<file path="src/design/udpck_pkg.sv">
// Types, constants and the one's-complement adder for the IPv4/UDP checksum engine.
// No dependencies.
`default_nettype none

package udpck_pkg;

    localparam logic [15:0] UDP_PROTO    = 16'h0011;
    localparam logic [15:0] IP_CSUM_POS  = 16'd10;
    localparam logic [15:0] UDP_CSUM_OFS = 16'd6;
    localparam logic [15:0] ADDR_FIRST   = 16'd12;
    localparam logic [15:0] ADDR_END     = 16'd20;
    localparam logic [15:0] WORD_MAX     = 16'hFFFF;

    typedef struct packed {
        logic [7:0] data_byte;
        logic       last_byte;
    } t_udpck_in;

    typedef struct packed {
        logic [15:0] ip_header_checksum;
        logic [15:0] udp_checksum;
        logic        short_packet;
    } t_udpck_out;

    typedef struct packed {
        logic [15:0] header_sum;
        logic [15:0] payload_sum;
        logic [15:0] datagram_length;
        logic [5:0]  header_bytes;
        logic [16:0] received;
    } t_udpck_snap;

    function automatic logic [15:0] oc_add(input logic [15:0] a, input logic [15:0] b);
        logic [16:0] s;
        s = {1'b0, a} + {1'b0, b};
        return s[15:0] + {15'd0, s[16]};
    endfunction

endpackage

`default_nettype wire

</file>
<file path="src/design/udpck_accum.sv">
// Input register and per-byte accumulation of header and UDP sums.
// Depends on udpck_pkg; hands a snapshot of the final state to udpck_final.
`default_nettype none

module udpck_accum import udpck_pkg::*; (
    input  wire logic        i_clk,
    input  wire logic        i_rst_n,
    input  wire logic        i_in_valid,
    output logic             o_in_ready,
    input  wire t_udpck_in   i_in_data,
    output logic             o_snap_valid,
    input  wire logic        i_snap_ready,
    output t_udpck_snap      o_snap
);

    logic        r_in_valid;
    t_udpck_in   r_in;
    logic        r_snap_valid;
    t_udpck_snap r_snap;

    logic [15:0] r_pos, r_dl, r_hsum, r_psum;
    logic [5:0]  r_hb;
    logic [7:0]  r_pend;

    logic [15:0] n_pos, n_dl, n_hsum, n_psum, psum_mid;
    logic [5:0]  n_hb;
    logic [7:0]  n_pend;

    logic        proc, last, odd, do_word, lo_in, hdr_add, udp_add, addr_add;
    logic [7:0]  b, hi, lo;
    logic [15:0] q, word, udp_word, hb_ext;

    assign proc = r_in_valid && (!r_in.last_byte || !r_snap_valid || i_snap_ready);
    assign o_in_ready = !r_in_valid || proc;
    assign o_snap_valid = r_snap_valid;
    assign o_snap = r_snap;

    always_comb begin
        b    = r_in.data_byte;
        last = r_in.last_byte;
        odd  = r_pos[0];

        n_hb = (r_pos == 16'd0) ? {b[3:0], 2'b00} : r_hb;
        if (r_pos == 16'd2) begin
            n_dl = {b, r_dl[7:0]};
        end else if (r_pos == 16'd3) begin
            n_dl = {r_dl[15:8], b};
        end else begin
            n_dl = r_dl;
        end
        hb_ext = {10'd0, n_hb};

        q        = {r_pos[15:1], 1'b0};
        hi       = odd ? r_pend : b;
        lo       = odd ? b : 8'h00;
        lo_in    = odd && (r_pos < n_dl);
        do_word  = odd || last;
        word     = {hi, lo};
        udp_word = lo_in ? word : {hi, 8'h00};

        hdr_add  = do_word && (q < hb_ext) && (q != IP_CSUM_POS);
        udp_add  = do_word && (q >= hb_ext) && (q < n_dl) && (q != hb_ext + UDP_CSUM_OFS);
        addr_add = do_word && (q >= ADDR_FIRST) && (q < ADDR_END);

        n_hsum   = hdr_add ? oc_add(r_hsum, word) : r_hsum;
        psum_mid = udp_add ? oc_add(r_psum, udp_word) : r_psum;
        n_psum   = addr_add ? oc_add(psum_mid, word) : psum_mid;

        n_pend = odd ? r_pend : b;
        n_pos  = (r_pos == WORD_MAX) ? r_pos : r_pos + 16'd1;
    end

    always_ff @(posedge i_clk) begin
        if (o_in_ready && i_in_valid) begin
            r_in <= i_in_data;
        end
        if (proc && last) begin
            r_snap.header_sum      <= n_hsum;
            r_snap.payload_sum     <= n_psum;
            r_snap.datagram_length <= n_dl;
            r_snap.header_bytes    <= n_hb;
            r_snap.received        <= {1'b0, r_pos} + 17'd1;
        end
    end

    always_ff @(posedge i_clk) begin
        if (!i_rst_n) begin
            r_in_valid   <= 1'b0;
            r_snap_valid <= 1'b0;
            r_pos        <= '0;
            r_hb         <= '0;
            r_dl         <= '0;
            r_hsum       <= '0;
            r_psum       <= '0;
            r_pend       <= '0;
        end else begin
            if (o_in_ready) begin
                r_in_valid <= i_in_valid;
            end
            if (proc && last) begin
                r_snap_valid <= 1'b1;
            end else if (i_snap_ready) begin
                r_snap_valid <= 1'b0;
            end
            if (proc) begin
                if (last) begin
                    r_pos  <= '0;
                    r_hb   <= '0;
                    r_dl   <= '0;
                    r_hsum <= '0;
                    r_psum <= '0;
                    r_pend <= '0;
                end else begin
                    r_pos  <= n_pos;
                    r_hb   <= n_hb;
                    r_dl   <= n_dl;
                    r_hsum <= n_hsum;
                    r_psum <= n_psum;
                    r_pend <= n_pend;
                end
            end
        end
    end

endmodule

`default_nettype wire

</file>
<file path="src/design/udpck_final.sv">
// Final checksum formation and output register.
// Depends on udpck_pkg; fed by udpck_accum.
`default_nettype none

module udpck_final import udpck_pkg::*; (
    input  wire logic        i_clk,
    input  wire logic        i_rst_n,
    input  wire logic        i_snap_valid,
    output logic             o_snap_ready,
    input  wire t_udpck_snap i_snap,
    output logic             o_out_valid,
    input  wire logic        i_out_ready,
    output t_udpck_out       o_out_data
);

    logic       r_out_valid;
    t_udpck_out r_out;
    t_udpck_out n_out;

    logic [15:0] udp_len, s1, s2, udpc;

    assign o_snap_ready = !r_out_valid || i_out_ready;
    assign o_out_valid  = r_out_valid;
    assign o_out_data   = r_out;

    always_comb begin
        udp_len = i_snap.datagram_length - {10'd0, i_snap.header_bytes};
        s1      = oc_add(i_snap.payload_sum, UDP_PROTO);
        s2      = oc_add(s1, udp_len);
        udpc    = ~s2;
        n_out.ip_header_checksum = ~i_snap.header_sum;
        n_out.udp_checksum       = (udpc == 16'd0) ? WORD_MAX : udpc;
        n_out.short_packet       = i_snap.received < {1'b0, i_snap.datagram_length};
    end

    always_ff @(posedge i_clk) begin
        if (o_snap_ready && i_snap_valid) begin
            r_out <= n_out;
        end
    end

    always_ff @(posedge i_clk) begin
        if (!i_rst_n) begin
            r_out_valid <= 1'b0;
        end else if (o_snap_ready) begin
            r_out_valid <= i_snap_valid;
        end
    end

endmodule

`default_nettype wire

</file>
<file path="src/design/ipv4_udp_checksum_engine.sv">
// Top level of the IPv4/UDP checksum engine.
// Depends on udpck_pkg, udpck_accum and udpck_final.
//
// Usage:
// - Input channel (i_in_valid/o_in_ready/i_in_data): one datagram byte per
//   transfer, starting at IPv4 header byte 0; last_byte marks the final byte.
// - Output channel (o_out_valid/i_out_ready/o_out_data): one result per
//   datagram with the IP header checksum, the UDP checksum (pseudo-header
//   included, zero sent as 0xFFFF) and the short_packet flag.
// - Throughput: one byte per cycle, back to back, across datagram borders,
//   unless a last byte must wait for the snapshot register (see below).
// - Result path: input register, snapshot register, then output register.
// - Reset (synchronous, active low) drops all held transfers and clears the
//   running sums, the byte position and the length fields.
// - A stalled receiver holds the result; a second result waits in the
//   snapshot register, and bytes keep flowing until a third last byte
//   reaches the input register, at which point o_in_ready drops.
`default_nettype none

module ipv4_udp_checksum_engine import udpck_pkg::*; (
    input  wire logic       i_clk,
    input  wire logic       i_rst_n,
    input  wire logic       i_in_valid,
    output logic            o_in_ready,
    input  wire t_udpck_in  i_in_data,
    output logic            o_out_valid,
    input  wire logic       i_out_ready,
    output t_udpck_out      o_out_data
);

    logic        snap_valid;
    logic        snap_ready;
    t_udpck_snap snap;

    udpck_accum u_accum (
        .i_clk        (i_clk),
        .i_rst_n      (i_rst_n),
        .i_in_valid   (i_in_valid),
        .o_in_ready   (o_in_ready),
        .i_in_data    (i_in_data),
        .o_snap_valid (snap_valid),
        .i_snap_ready (snap_ready),
        .o_snap       (snap)
    );

    udpck_final u_final (
        .i_clk        (i_clk),
        .i_rst_n      (i_rst_n),
        .i_snap_valid (snap_valid),
        .o_snap_ready (snap_ready),
        .i_snap       (snap),
        .o_out_valid  (o_out_valid),
        .i_out_ready  (i_out_ready),
        .o_out_data   (o_out_data)
    );

endmodule

`default_nettype wire

</file>
<file path="config.mk">
export PLATFORM = sky130hd
export DESIGN_NAME = ipv4_udp_checksum_engine
export DESIGN_NICKNAME = d
export VERILOG_FILES = /design/src/design/udpck_pkg.sv /design/src/design/udpck_accum.sv /design/src/design/udpck_final.sv /design/src/design/ipv4_udp_checksum_engine.sv
export SDC_FILE = /design/constraint.sdc
export NUM_CORES = 1
export LEC_CHECK = 0
export ABC_AREA = 1
export BUFFER_PORTS_ARGS = -buffer_cell sky130_fd_sc_hd__buf_2
export CORE_MARGIN = 2
export CORE_UTILIZATION = 55
export CTS_CLUSTER_SIZE = 30
export DETAILED_ROUTE_END_ITERATION = 6
export HOLD_SLACK_MARGIN = 0.05
export PLACE_DENSITY = 0.8
export RECOVER_POWER = 25
export SYNTH_ARGS = -nofsm -noshare
export SYNTH_HDL_FRONTEND = slang
export SYNTH_HIERARCHICAL = 1
export SYNTH_SLANG_ARGS = --single-unit
</file>
<file path="constraint.sdc">
create_clock -name i_clk -period 9.6 [get_ports i_clk]
set_clock_uncertainty 0.15 [all_clocks]
set_input_delay 0.48 -clock i_clk [delete_from_list [all_inputs] [get_ports i_clk]]
set_output_delay 0.48 -clock i_clk [all_outputs]
set_load 0.005 [all_outputs]
</file>
==> results.txt <==
Failing checks: max-capacitance violations, max-slew violations
Fin area: 16800 um2
Die height: 172 um
Post-synthesis cell area: 15500 um2
Path type of the worst min-delay path: input pin to register
Post-synth EDFFs: 113
Combinational power share: 0.180
Highest cell delay on the worst timing path: 440 ps
CTS Buf Count: 17
M1 wire length: 19400 um
Vias in the first global route: 13600
Syn Nets: 2372
NumNets Final: 2415
R2R depth: 56
Final setup viols: 0
Synthesized flop and latch total: 194
Switching power share of the total: 0.305
Final hold violations: 0
Die area: 29600 um2
RD Place Congestion: 1.01
Leakage: 8.21 nW
Area grow syn2layout: 8.21%
Worst path slowest cell: dfxtp_1
Fmax: 114 MHz
DRC violations left: 0
Fraction of layout cells with a size suffix above 1: 0.0803
CTS Sinks: 194
Die extent in x: 172 um
Vias per cell: 5.46
Clock power frac: 0.358
Worst-Margin Slew: 2160 ps
Vias: 14600
DRT Pass-1 Iters: 5
Largest net degree at the start of global routing: 73
Clock-pin slew on the worst setup and hold paths: 80 ps
Core area: 27800 um2
Longest Clk Path Bufs: 2
Synth warn: 6
Clk root buf: clkbuf_16
Synthesized instance count: 2236
Initial DRC count: 1379
Sequential area share after synthesis: 0.323
Cell Count, Final, Fillers Out: 2670
Num ports: 48
DRT Wirelength: 43200 um
Commonest register cell after synthesis: edfxtp_1
CTS tree: built
Met2 WL post-DR: 19900 um
Internal: 0.00137 W
Metal3 WL: 2550 um
Initial Util: 0.558
Crit end category: register
Setup ws final: 857 ps
Maximum vdd drop: 0.0000915 V
Total track usage: 0.301
Grt total ovfl: 0
CP Class: register to register
Crit path DAT: 8780 ps
H-tree Lvls: 4
Placed instance area: 16200 um2
RSZ-0062 raised after global routing: false
Port Buf Inserts: 47
Initial antenna violation count: 0
Total negative slack: 0 ps
Unique masters post-synth: 53
Row count: 61
Relative slew slack: -0.439
Hold Path Stages: 1
Flop pwr share: 0.462
Top Metal Used: met4
Status: finished, violations left
Worst Path Required: 9640 ps
Post-route clock period utilization: 0.911
Placed insts: 2635
Max-cap viol count: 1
Post-DP HPWL: 34100 um
Post-DRT Antenna Nets: 0
Asr flop ratio synth: 0
Crit path max fanout: 10
CP Launch Type: register
First-pass GRT wire length: 69600 um
Synthesized area per cell: 6.94 um2
Inserted Diodes: 0
Pre-CTS setup slack: 623 ps
Drt wl/cell: 16.2 um
Pwr dens: 118 nW/um2
Final Slew Violations: 34
Worst hold slack: 65.7 ps
Minimum clock period: 8740 ps
Most common cell on crit path: nand2_1
P_sw: 0.000603 W
Skew-Pair Late Insertion Delay: 440 ps
-- power groups by stage --
| stage | clock network [W] | registers, W | logic (W) |
|---|---|---|---|
| 6_report | 0.000707 | 0.000914 | 0.000356 |
| 5_1_grt | 0.000747 | 0.000916 | 0.000396 |
| 3_5_place_dp | 0 | 0.000932 | 0.000347 |
| 4_1_cts | 0.000718 | 0.000914 | 0.000350 |
| 3_3_place_gp | 0 | 0.000932 | 0.000342 |
| 2_1_floorplan | 0 | 0.000928 | 0.000250 |
-- critical path: cells and delay by family (launching register included) --
| family | cells | cell delay, ps |
|---|---|---|
| and+or+nand+nor | 34 | 4140 |
| adders and majority gates | 7 | 1730 |
| AOI/OAI and AO/OA | 8 | 1250 |
| buffers and inverters | 6 | 610 |
| DFF | 1 | 440 |
| xor gates and xnor gates | 1 | 140 |
-- cells in the mapped netlist, types with 5 or more instances --
| master | count | area, um2 |
|---|---|---|
| and2_1 | 21 | 131 |
| o21bai_1 | 6 | 45.0 |
| nand2_1 | 689 | 2590 |
| clkbuf_1 | 26 | 97.6 |
| nor4_1 | 5 | 31.3 |
| buf_2 | 12 | 60.1 |
| inv_2 | 6 | 22.5 |
| xor2_1 | 60 | 526 |
| nand2_2 | 26 | 163 |
| or2_2 | 19 | 119 |
| a21boi_0 | 10 | 75.1 |
| nor2_1 | 154 | 578 |
| a21oi_1 | 147 | 736 |
| nand3b_1 | 6 | 45.0 |
| nor2_4 | 6 | 67.6 |
| nand3_2 | 8 | 80.1 |
| nand3_1 | 162 | 811 |
| nor2_2 | 11 | 68.8 |
| ha_1 | 118 | 1480 |
| o21ai_0 | 58 | 290 |
| xnor2_1 | 24 | 210 |
| nand4_1 | 56 | 350 |
| dfxtp_1 | 81 | 1620 |
| inv_1 | 336 | 1260 |
| fa_1 | 5 | 100 |
| nor3_1 | 21 | 105 |
| edfxtp_1 | 113 | 3390 |
-- timing repair --
action                                 CTS  global route
gates resized for setup                  0            26
setup endpoints to repair                0            24
hold buffers                             0             2
setup buffers                            0             1
endpoints found under the hold margin    0             2
-- flip-flops by register name (all words and copies together) (netlist names), 6 cells and up --
name / cells
u_accum/o_snap: 71
u_final/o_out_data: 33
u_accum/r_dl: 16
u_accum/r_hsum: 16
u_accum/r_pos: 16
u_accum/r_psum: 16
u_accum/b: 8
u_accum/r_pend: 8
u_accum/r_hb: 6
-- per-stage QoR --
| stage | power [W] | utilization |
|---|---|---|
| global placement | 0.00127 | 0.582 |
| CTS | 0.00198 | 0.603 |
| global route | 0.00206 | 0.604 |
| detailed placement | 0.00128 | 0.582 |
| finish | 0.00198 | 0.604 |
| floorplan | 0.00118 | - |
-- final cells by class --
type                    instances  area [um2]
clock buffers                  19         464
fillers                      2648       11000
clock inverters                13         116
repair buffers                 66         353
flip-flops and latches        194        5010
multi-input cells            1656        9070
inverters                     344        1290
well taps                     378         473
-- final timing paths --
| path | startpoint | endpoint | slack, ps |
|---|---|---|---|
| max | u_accum/r_pos[2]$_SDFFE_PN0P_ | u_accum/o_snap[50]$_DFFE_PP_ | 860 |
| min | i_in_data[8] | u_accum/b[7]$_DFFE_PP_ | 70 |
| max reg2reg | u_accum/r_pos[2]$_SDFFE_PN0P_ | u_accum/o_snap[50]$_DFFE_PP_ | 860 |
| min reg2reg | u_accum/r_hb[1]$_SDFFE_PN0P_ | u_accum/r_hb[1]$_SDFFE_PN0P_ | 290 |
-- logic make-up (layout without fill, tap and decap cells) --
group / count (synthesis) / after routing / share of synthesized area
simple gates: 1197 / 1197 / 0.339
xor+xnor: 85 / 85 / 0.0485
fa+ha+maj: 123 / 123 / 0.102
compound gates: 249 / 249 / 0.0897
mux: 2 / 2 / 0.00129
flops: 194 / 194 / 0.323
buf+inv: 386 / 442 / 0.0965
-- cell usage in the layout, fill, tap and decap left out, drive strengths merged, types with 56 or more instances in the layout --
master / instances
a21oi: 148
dfxtp: 81
edfxtp: 113
ha: 118
inv: 348
nand2: 719
nand3: 171
nand4: 56
nor2: 171
o21ai: 63
xor2: 60
-- per-layer routing --
metal / global-route usage / up-vias
li1: - / 7322
met1: 0.407 / 6709
met2: 0.502 / 477
met3: 0.0332 / 83
met4: 0.103 / 0
met5: 0 / -
Note: power is estimated with default switching activity, not from simulation.
